$ cat config.mk
export PLATFORM = sky130hd
export DESIGN_NAME = uart_rx_message_fifo
export DESIGN_NICKNAME = d
export VERILOG_FILES = /design/src/design/urmf_pkg.sv /design/src/design/uart_rx_message_fifo.sv /design/src/design/urmf_ram.sv
export SDC_FILE = /design/constraint.sdc
export NUM_CORES = 1
export LEC_CHECK = 0
export BUFFER_PORTS_ARGS = -buffer_cell sky130_fd_sc_hd__buf_2
export CORE_ASPECT_RATIO = 1.75
export CORE_MARGIN = 2
export CORE_UTILIZATION = 57
export DETAILED_ROUTE_END_ITERATION = 12
export GPL_ROUTABILITY_DRIVEN = 0
export PLACE_DENSITY_LB_ADDON = 0.05
export SLEW_MARGIN = 40
export SYNTH_ARGS = -nofsm -noshare
export SYNTH_HDL_FRONTEND = slang
export SYNTH_SLANG_ARGS = --single-unit
$ cat constraint.sdc
create_clock -name i_clk -period 3.4 [get_ports i_clk]
set_input_delay 0.51 -clock i_clk [delete_from_list [all_inputs] [get_ports i_clk]]
set_output_delay 0.51 -clock i_clk [all_outputs]
set_load 0.05 [all_outputs]
$ cat src/design/urmf_pkg.sv
// ----------------------------------------------------------------------------
// urmf_pkg
// shared constants for the uart receive message store: register indexes,
// operation and status codes, reset values
// ----------------------------------------------------------------------------
package urmf_pkg;

    localparam int STORE_DEPTH_DEF = 64;

    localparam int LEN_W   = 6;
    localparam int BYTE_W  = 8;
    localparam int STAT_W  = 2;

    localparam logic [LEN_W-1:0]  MSG_LEN_RESET = 6'd8;
    localparam logic [BYTE_W-1:0] DELIM_RESET   = 8'd10;
    localparam logic [LEN_W-1:0]  MSG_LEN_MIN   = 6'd2;

    localparam logic CFG_MSG_LEN = 1'b0;
    localparam logic CFG_DELIM   = 1'b1;

    localparam logic OP_STORE = 1'b0;
    localparam logic OP_READ  = 1'b1;

    localparam logic [STAT_W-1:0] ST_GOOD  = 2'd0;
    localparam logic [STAT_W-1:0] ST_SHORT = 2'd1;
    localparam logic [STAT_W-1:0] ST_DELIM = 2'd2;

    typedef enum logic [2:0] {
        S_IDLE  = 3'b001,
        S_DATA  = 3'b010,
        S_SHORT = 3'b100
    } t_state;

endpackage

$ cat src/design/uart_rx_message_fifo.sv
// ----------------------------------------------------------------------------
// uart_rx_message_fifo
// circular byte store for received bytes, drained in whole fixed-length
// messages with a check for misplaced delimiter bytes
// ----------------------------------------------------------------------------
//  channel  | direction | handshake               | payload
//  in       | input     | i_in_valid / o_in_stall | i_op, i_rx_byte
//  out      | output    | o_out_valid / i_out_stall | o_data_byte, o_status, o_last
//  cfg      | input     | i_cfg_valid / o_cfg_ready | i_cfg_index, i_cfg_data
//
//  a store item does not stall the input; the next item is accepted in the next cycle.
//  a read item emits its result bytes from the ram's single read port, which
//  sets the pace of one byte per cycle while the output is not stalled.
//  the input stalls while a read item is being emitted; output stall holds
//  the output register and pauses the read.
//  reset is synchronous and empties the store; no clearing pass is needed.
// ----------------------------------------------------------------------------
module uart_rx_message_fifo #(
    parameter int STORE_DEPTH = urmf_pkg::STORE_DEPTH_DEF
) (
    input  logic                          i_clk,
    input  logic                          i_rst_n,
    input  logic                          i_in_valid,
    output logic                          o_in_stall,
    input  logic                          i_op,
    input  logic [urmf_pkg::BYTE_W-1:0]   i_rx_byte,
    output logic                          o_out_valid,
    input  logic                          i_out_stall,
    output logic [urmf_pkg::BYTE_W-1:0]   o_data_byte,
    output logic [urmf_pkg::STAT_W-1:0]   o_status,
    output logic                          o_last,
    input  logic                          i_cfg_valid,
    output logic                          o_cfg_ready,
    input  logic                          i_cfg_index,
    input  logic [urmf_pkg::BYTE_W-1:0]   i_cfg_data
);

    localparam int PW = $clog2(STORE_DEPTH);
    localparam int CW = PW + 1;
    localparam int KW = (CW > urmf_pkg::LEN_W) ? CW : urmf_pkg::LEN_W;

    urmf_pkg::t_state r_state, n_state;

    logic [PW-1:0]                 r_wp, n_wp, r_rp, n_rp;
    logic [CW-1:0]                 r_rem, n_rem;
    logic [urmf_pkg::LEN_W-1:0]    r_pos, n_pos;
    logic [urmf_pkg::LEN_W-1:0]    r_msg_len;
    logic [urmf_pkg::BYTE_W-1:0]   r_delim;

    logic                          r_out_valid, n_out_valid;
    logic [urmf_pkg::BYTE_W-1:0]   r_data, n_data;
    logic [urmf_pkg::STAT_W-1:0]   r_stat, n_stat;
    logic                          r_last, n_last;

    logic                          in_acc, out_free, wr_en;
    logic [PW-1:0]                 wp_next, rp_next, rd_addr;
    logic [urmf_pkg::BYTE_W-1:0]   rd_data;
    logic [urmf_pkg::LEN_W-1:0]    len;
    logic [CW-1:0]                 avail, rem_dec;
    logic                          pos_end, msg_end;

    assign o_in_stall  = (r_state != urmf_pkg::S_IDLE);
    assign o_cfg_ready = 1'b1;
    assign in_acc      = i_in_valid && !o_in_stall;
    assign out_free    = !r_out_valid || !i_out_stall;

    assign wp_next = (r_wp == PW'(STORE_DEPTH - 1)) ? '0 : r_wp + 1'b1;
    assign rp_next = (r_rp == PW'(STORE_DEPTH - 1)) ? '0 : r_rp + 1'b1;

    assign wr_en = in_acc && (i_op == urmf_pkg::OP_STORE) && (wp_next != r_rp);

    assign len   = (r_msg_len < urmf_pkg::MSG_LEN_MIN) ? urmf_pkg::MSG_LEN_MIN : r_msg_len;
    assign avail = {1'b0, r_wp} - {1'b0, r_rp} + ((r_wp < r_rp) ? CW'(STORE_DEPTH) : '0);

    assign rem_dec = r_rem - 1'b1;
    assign pos_end = (r_pos == len - 1'b1);
    assign msg_end = pos_end && (KW'(rem_dec) < KW'(len));

    assign rd_addr = ((r_state == urmf_pkg::S_DATA) && out_free) ? rp_next : r_rp;

    urmf_ram #(
        .WIDTH (urmf_pkg::BYTE_W),
        .DEPTH (STORE_DEPTH)
    ) u_ram (
        .i_clk     (i_clk),
        .i_wr_en   (wr_en),
        .i_wr_addr (r_wp),
        .i_wr_data (i_rx_byte),
        .i_rd_addr (rd_addr),
        .o_rd_data (rd_data)
    );

    always_comb begin
        n_state     = r_state;
        n_wp        = r_wp;
        n_rp        = r_rp;
        n_rem       = r_rem;
        n_pos       = r_pos;
        n_out_valid = r_out_valid && i_out_stall;
        n_data      = r_data;
        n_stat      = r_stat;
        n_last      = r_last;

        unique case (r_state)
            urmf_pkg::S_IDLE: begin
                if (wr_en) begin
                    n_wp = wp_next;
                end
                if (in_acc && (i_op == urmf_pkg::OP_READ)) begin
                    n_rem = avail;
                    n_pos = '0;
                    if (KW'(avail) > KW'(len)) begin
                        n_state = urmf_pkg::S_DATA;
                    end else begin
                        n_state = urmf_pkg::S_SHORT;
                    end
                end
            end
            urmf_pkg::S_DATA: begin
                if (out_free) begin
                    n_out_valid = 1'b1;
                    n_data      = rd_data;
                    n_rp        = rp_next;
                    n_rem       = rem_dec;
                    n_pos       = pos_end ? '0 : r_pos + 1'b1;
                    if (!pos_end && (rd_data == r_delim)) begin
                        n_stat  = urmf_pkg::ST_DELIM;
                        n_last  = 1'b1;
                        n_state = urmf_pkg::S_IDLE;
                    end else begin
                        n_stat = urmf_pkg::ST_GOOD;
                        n_last = msg_end;
                        if (msg_end) begin
                            n_state = urmf_pkg::S_IDLE;
                        end
                    end
                end
            end
            urmf_pkg::S_SHORT: begin
                if (out_free) begin
                    n_out_valid = 1'b1;
                    n_data      = '0;
                    n_stat      = urmf_pkg::ST_SHORT;
                    n_last      = 1'b1;
                    n_state     = urmf_pkg::S_IDLE;
                end
            end
            default: begin
                n_state = urmf_pkg::S_IDLE;
            end
        endcase
    end

    always_ff @(posedge i_clk) begin
        if (!i_rst_n) begin
            r_state     <= urmf_pkg::S_IDLE;
            r_wp        <= '0;
            r_rp        <= '0;
            r_out_valid <= 1'b0;
            r_msg_len   <= urmf_pkg::MSG_LEN_RESET;
            r_delim     <= urmf_pkg::DELIM_RESET;
        end else begin
            r_state     <= n_state;
            r_wp        <= n_wp;
            r_rp        <= n_rp;
            r_out_valid <= n_out_valid;
            if (i_cfg_valid && o_cfg_ready) begin
                if (i_cfg_index == urmf_pkg::CFG_MSG_LEN) begin
                    r_msg_len <= i_cfg_data[urmf_pkg::LEN_W-1:0];
                end else begin
                    r_delim <= i_cfg_data;
                end
            end
        end
    end

    always_ff @(posedge i_clk) begin
        r_rem  <= n_rem;
        r_pos  <= n_pos;
        r_data <= n_data;
        r_stat <= n_stat;
        r_last <= n_last;
    end

    assign o_out_valid = r_out_valid;
    assign o_data_byte = r_data;
    assign o_status    = r_stat;
    assign o_last      = r_last;

endmodule

$ cat src/design/urmf_ram.sv
// ----------------------------------------------------------------------------
// urmf_ram
// generic single-write, single-read synchronous ram with registered read
// ----------------------------------------------------------------------------
module urmf_ram #(
    parameter int WIDTH = 8,
    parameter int DEPTH = 64
) (
    input  logic                     i_clk,
    input  logic                     i_wr_en,
    input  logic [$clog2(DEPTH)-1:0] i_wr_addr,
    input  logic [WIDTH-1:0]         i_wr_data,
    input  logic [$clog2(DEPTH)-1:0] i_rd_addr,
    output logic [WIDTH-1:0]         o_rd_data
);

    logic [WIDTH-1:0] r_mem [DEPTH];
    logic [WIDTH-1:0] r_rd_data;

    always_ff @(posedge i_clk) begin
        if (i_wr_en) begin
            r_mem[i_wr_addr] <= i_wr_data;
        end
        r_rd_data <= r_mem[i_rd_addr];
    end

    assign o_rd_data = r_rd_data;

endmodule

==> metrics.yaml <==
worst_setup_path:
  startpoint_type: "flop"
  r2r_cells: 10
  cp_max_fo: 14
  worstSetupPathType: "flop to flop"
  critPathCaptureType: "flop"
  rr_startpoint: "r_state[1]"
  reg2reg_to: "u_ram.o_rd_data[5]"
  reg2reg_slack_ns: -0.01
  cp.arrival_ns: 3.85
  cp.required_ns: 3.84
synth:
  synth.top_cells.by_area: "edfxtp_1 (66%), dfxtp_1 (3.1%), nand3_1 (2.9%)"
  async_flop_share_pct: 0
  synth-edff-count: 536
  synth_top_area_share_pct: 65.61
  syn_area_sq_mm: 0.02453
  ys_warn_count: 0
  seq_area_frac_synth_pct: 68.71
  postSynthCellCount: 1820
  ys.flop_type: "edfxtp_1"
  syn-num-nets: 1865
  synth_top_area_cell: "edfxtp_1"
  synth.avg_cell_area_sq_um: 13.48
  ys_seq_elements: 574
  synth_cell_types: 57
outcome:
  status: "finished with violations"
  violations: "setup timing"
power:
  p_sw_share_pct: 20.09
  share_seq_of_total_power_pct: 55.6
  p_int_uw: 11170
  p_sw_uw: 2809
  p_clk_share_pct: 41.5
  p_comb_share_pct: 2.9
  power.density_mw_per_mm2: 493.4
  vdd_drop_max_mv: 0.3909
  power_uw: 13980
  p_leak_uw: 0.01002
sta:
  tightest_slew_ns: 0.7584
  finalHoldViolCount: 0
  fin_crit_ns: 3.411
  rsz0062_at_grt: "yes"
  fin_ws_ns: -0.01096
  drv_slew: 0
  timing.final.crit_share_pct: 100.3
  relSlewSlack_pct: 49.01
  finalSetupViolCount: 1
  max_freq_ghz: 0.2932
  fin_setup_tns_ns: -0.01096
  skew_ns: 0.01386
global_route:
  groute.usage.overall_pct: 30.61
  grt_max_degree: 85
  grt_pass1_vias: 16401
  grt-ovfl-total: 0
  antenna_found_initial: 0
  grt_pass1_wl_mm: 102.1
flow_run:
  cap_violations: 0
place:
  dp_cells: 2459
  io_buffer_count: 35
  hpwl_mm: 44.51
  place_area_sq_mm: 0.02649
clock_network:
  path_clk_slew_ns: 0.06
  clockBufferDepth: 3
  cts_tree: "yes"
  postCtsHoldBufs: 0
  cts_buffers: 51
  worstSkewPairLatency_ns: 0.58
  cts_num_sinks: 574
  htree_levels: 2
  root_buffer: "clkbuf_16"
finish:
  layout-drive-gt1-share_pct: 19.14
  stdcell_count: 2552
  n_fill_cell: 3121
  mostFrequentLayoutCells: "edfxtp_1 (536), buf_4 (182), nand3_1 (143)"
  multi_input_comb_area_sq_mm: 0.007144
  design_area_sq_mm: 0.02833
  postLayoutCoreUtil_pct: 66.60
  area_growth_pct: 15.50
  regArea_sq_mm: 0.01686
  num_antenna_cells: 0
  final_common_cell: "edfxtp_1"
  final_nets: 1998
hold_path:
  hold_path.class: "input port to flop"
  min_to: "r_delim[3]"
  hold_path_depth: 3
  hp-start: "i_cfg_data[3]"
routing:
  wl_per_cell_um: 26.79
  drt_iter0_markers: 2079
  ant_nets: 0
  vias_per_cell: 6.471
  drt-total-wl_mm: 68.37
  dr.pass1.iters: 6
  num_vias: 16514
  post-route-drc-count: 0
floorplan:
  die_h_um: 278.4
  core_sq_mm: 0.04254
  rows: 100
  die_w_um: 160.8
  initial_utilization_pct: 57.66
  ios: 37
  fp.dieArea_sq_mm: 0.04478
## registers in the layout, indices dropped and copies added (netlist names), named ones only
register         count
u_ram.r_mem        512
o_data_byte          8
r_delim              8
u_ram.o_rd_data      8
r_msg_len            6
r_pos                6
r_rem                6
r_rp                 6
r_wp                 6
r_state              3
o_status             2
o_last               1
o_out_valid          1
## per-layer routing
metal | routed length [um] | GRT usage, % | vias to the layer above
li1 | - | - | 7336
met1 | 24210 | 36.74 | 8185
met2 | 34980 | 53.33 | 795
met3 | 4830 | 4.188 | 198
met4 | 4343 | 16.87 | 0
met5 | 0 | 0 | -
## worst max path at each step
| stage | cells past startpoint | from | slack (ns) | end |
|---|---|---|---|---|
| floorplan | 9 | r_wp[1] | 0.17 | u_ram.r_mem[19][0] |
| global route | 11 | r_rp[0] | -0.06 | u_ram.o_rd_data[1] |
| global placement | 10 | r_state[1] | -0.60 | u_ram.o_rd_data[4] |
| finish | 10 | r_state[1] | -0.01 | u_ram.o_rd_data[5] |
| CTS | 10 | r_state[1] | 0.02 | u_ram.o_rd_data[1] |
| detailed placement | 10 | r_state[1] | -0.43 | u_ram.o_rd_data[4] |
## per-stage QoR
| stage | worst slack [ns] | hold slack [ns] |
|---|---|---|
| after global routing | -0.06228 | 0.1867 |
| after CTS | 0.02397 | 0.1613 |
| after floorplan | 0.1728 | 0.4553 |
| final | -0.01096 | 0.1806 |
| after detailed placement | -0.4270 | 0.4718 |
| after global placement | -0.6010 | 0.4729 |
## cells in the mapped netlist (5+ instances only)
| library cell | count |
|---|---|
| edfxtp_1 | 536 |
| nand3_1 | 143 |
| o21ai_0 | 140 |
| nand2_1 | 117 |
| clkbuf_1 | 105 |
| a21oi_1 | 104 |
| nor2_1 | 82 |
| mux2i_1 | 68 |
| a211oi_1 | 65 |
| dfxtp_1 | 38 |
| and3_1 | 37 |
| a2111oi_0 | 33 |
| a311o_1 | 33 |
| a32oi_1 | 33 |
| o221a_2 | 32 |
| buf_2 | 24 |
| inv_1 | 22 |
| ha_1 | 21 |
| xor2_1 | 21 |
| xnor2_1 | 18 |
| or4_1 | 15 |
| a21boi_0 | 14 |
| nor2b_1 | 13 |
| buf_1 | 12 |
| buf_6 | 12 |
| and2_1 | 11 |
| nor3_1 | 7 |
| a21o_1 | 6 |
| o211ai_1 | 6 |
| or3_1 | 5 |
## cells by family (layout without fill, tap and decap cells)
group / Yosys count / after routing / synth area share, %
xor gates and xnor gates: 39 / 39 / 1.392
and+or+nand+nor: 452 / 452 / 8.905
AOI/OAI and AO/OA: 484 / 484 / 13.68
buffers and inverters: 177 / 348 / 3.229
DFF: 574 / 574 / 68.71
other: 1 / 1 / 0.01529
muxes: 70 / 70 / 2.866
adders and majority gates: 23 / 23 / 1.194
## worst max-delay path: stages (launching register included)
cell and delay [ns]:
dfxtp_1 0.38, or3b_1 0.39, buf_4 0.22, o21ai_2 0.23, and2_1 0.21, buf_12 0.13, buf_4 0.24, nand3_1 0.15
a2111oi_1 0.67, a211oi_1 0.19, or4_1 0.47
## area by class of cell
class	instances	area share (%)
clock buffer	62	4.686
tap	561	2.477
multi-input combinational	1069	25.22
timing repair buffer	235	6.704
inverter	22	0.3047
clock inverter	29	1.113
sequential	574	59.50
## power groups by stage
stage                     clock network (uW)  logic [uW]  registers [uW]
after global routing                    6110         435            7780
after detailed placement                   0         396            7930
after floorplan                            0         161            7920
after global placement                     0         383            7930
after CTS                               5860         403            7780
final                                   5800         402            7780
## what timing repair did
action	4_1_cts	5_1_grt
gates cloned	0	0
pin swaps	0	4
resized for setup	28	20
endpoints found under the setup margin	8	204
setup buffers	0	2
Note: power is estimated with default switching activity, not from simulation.
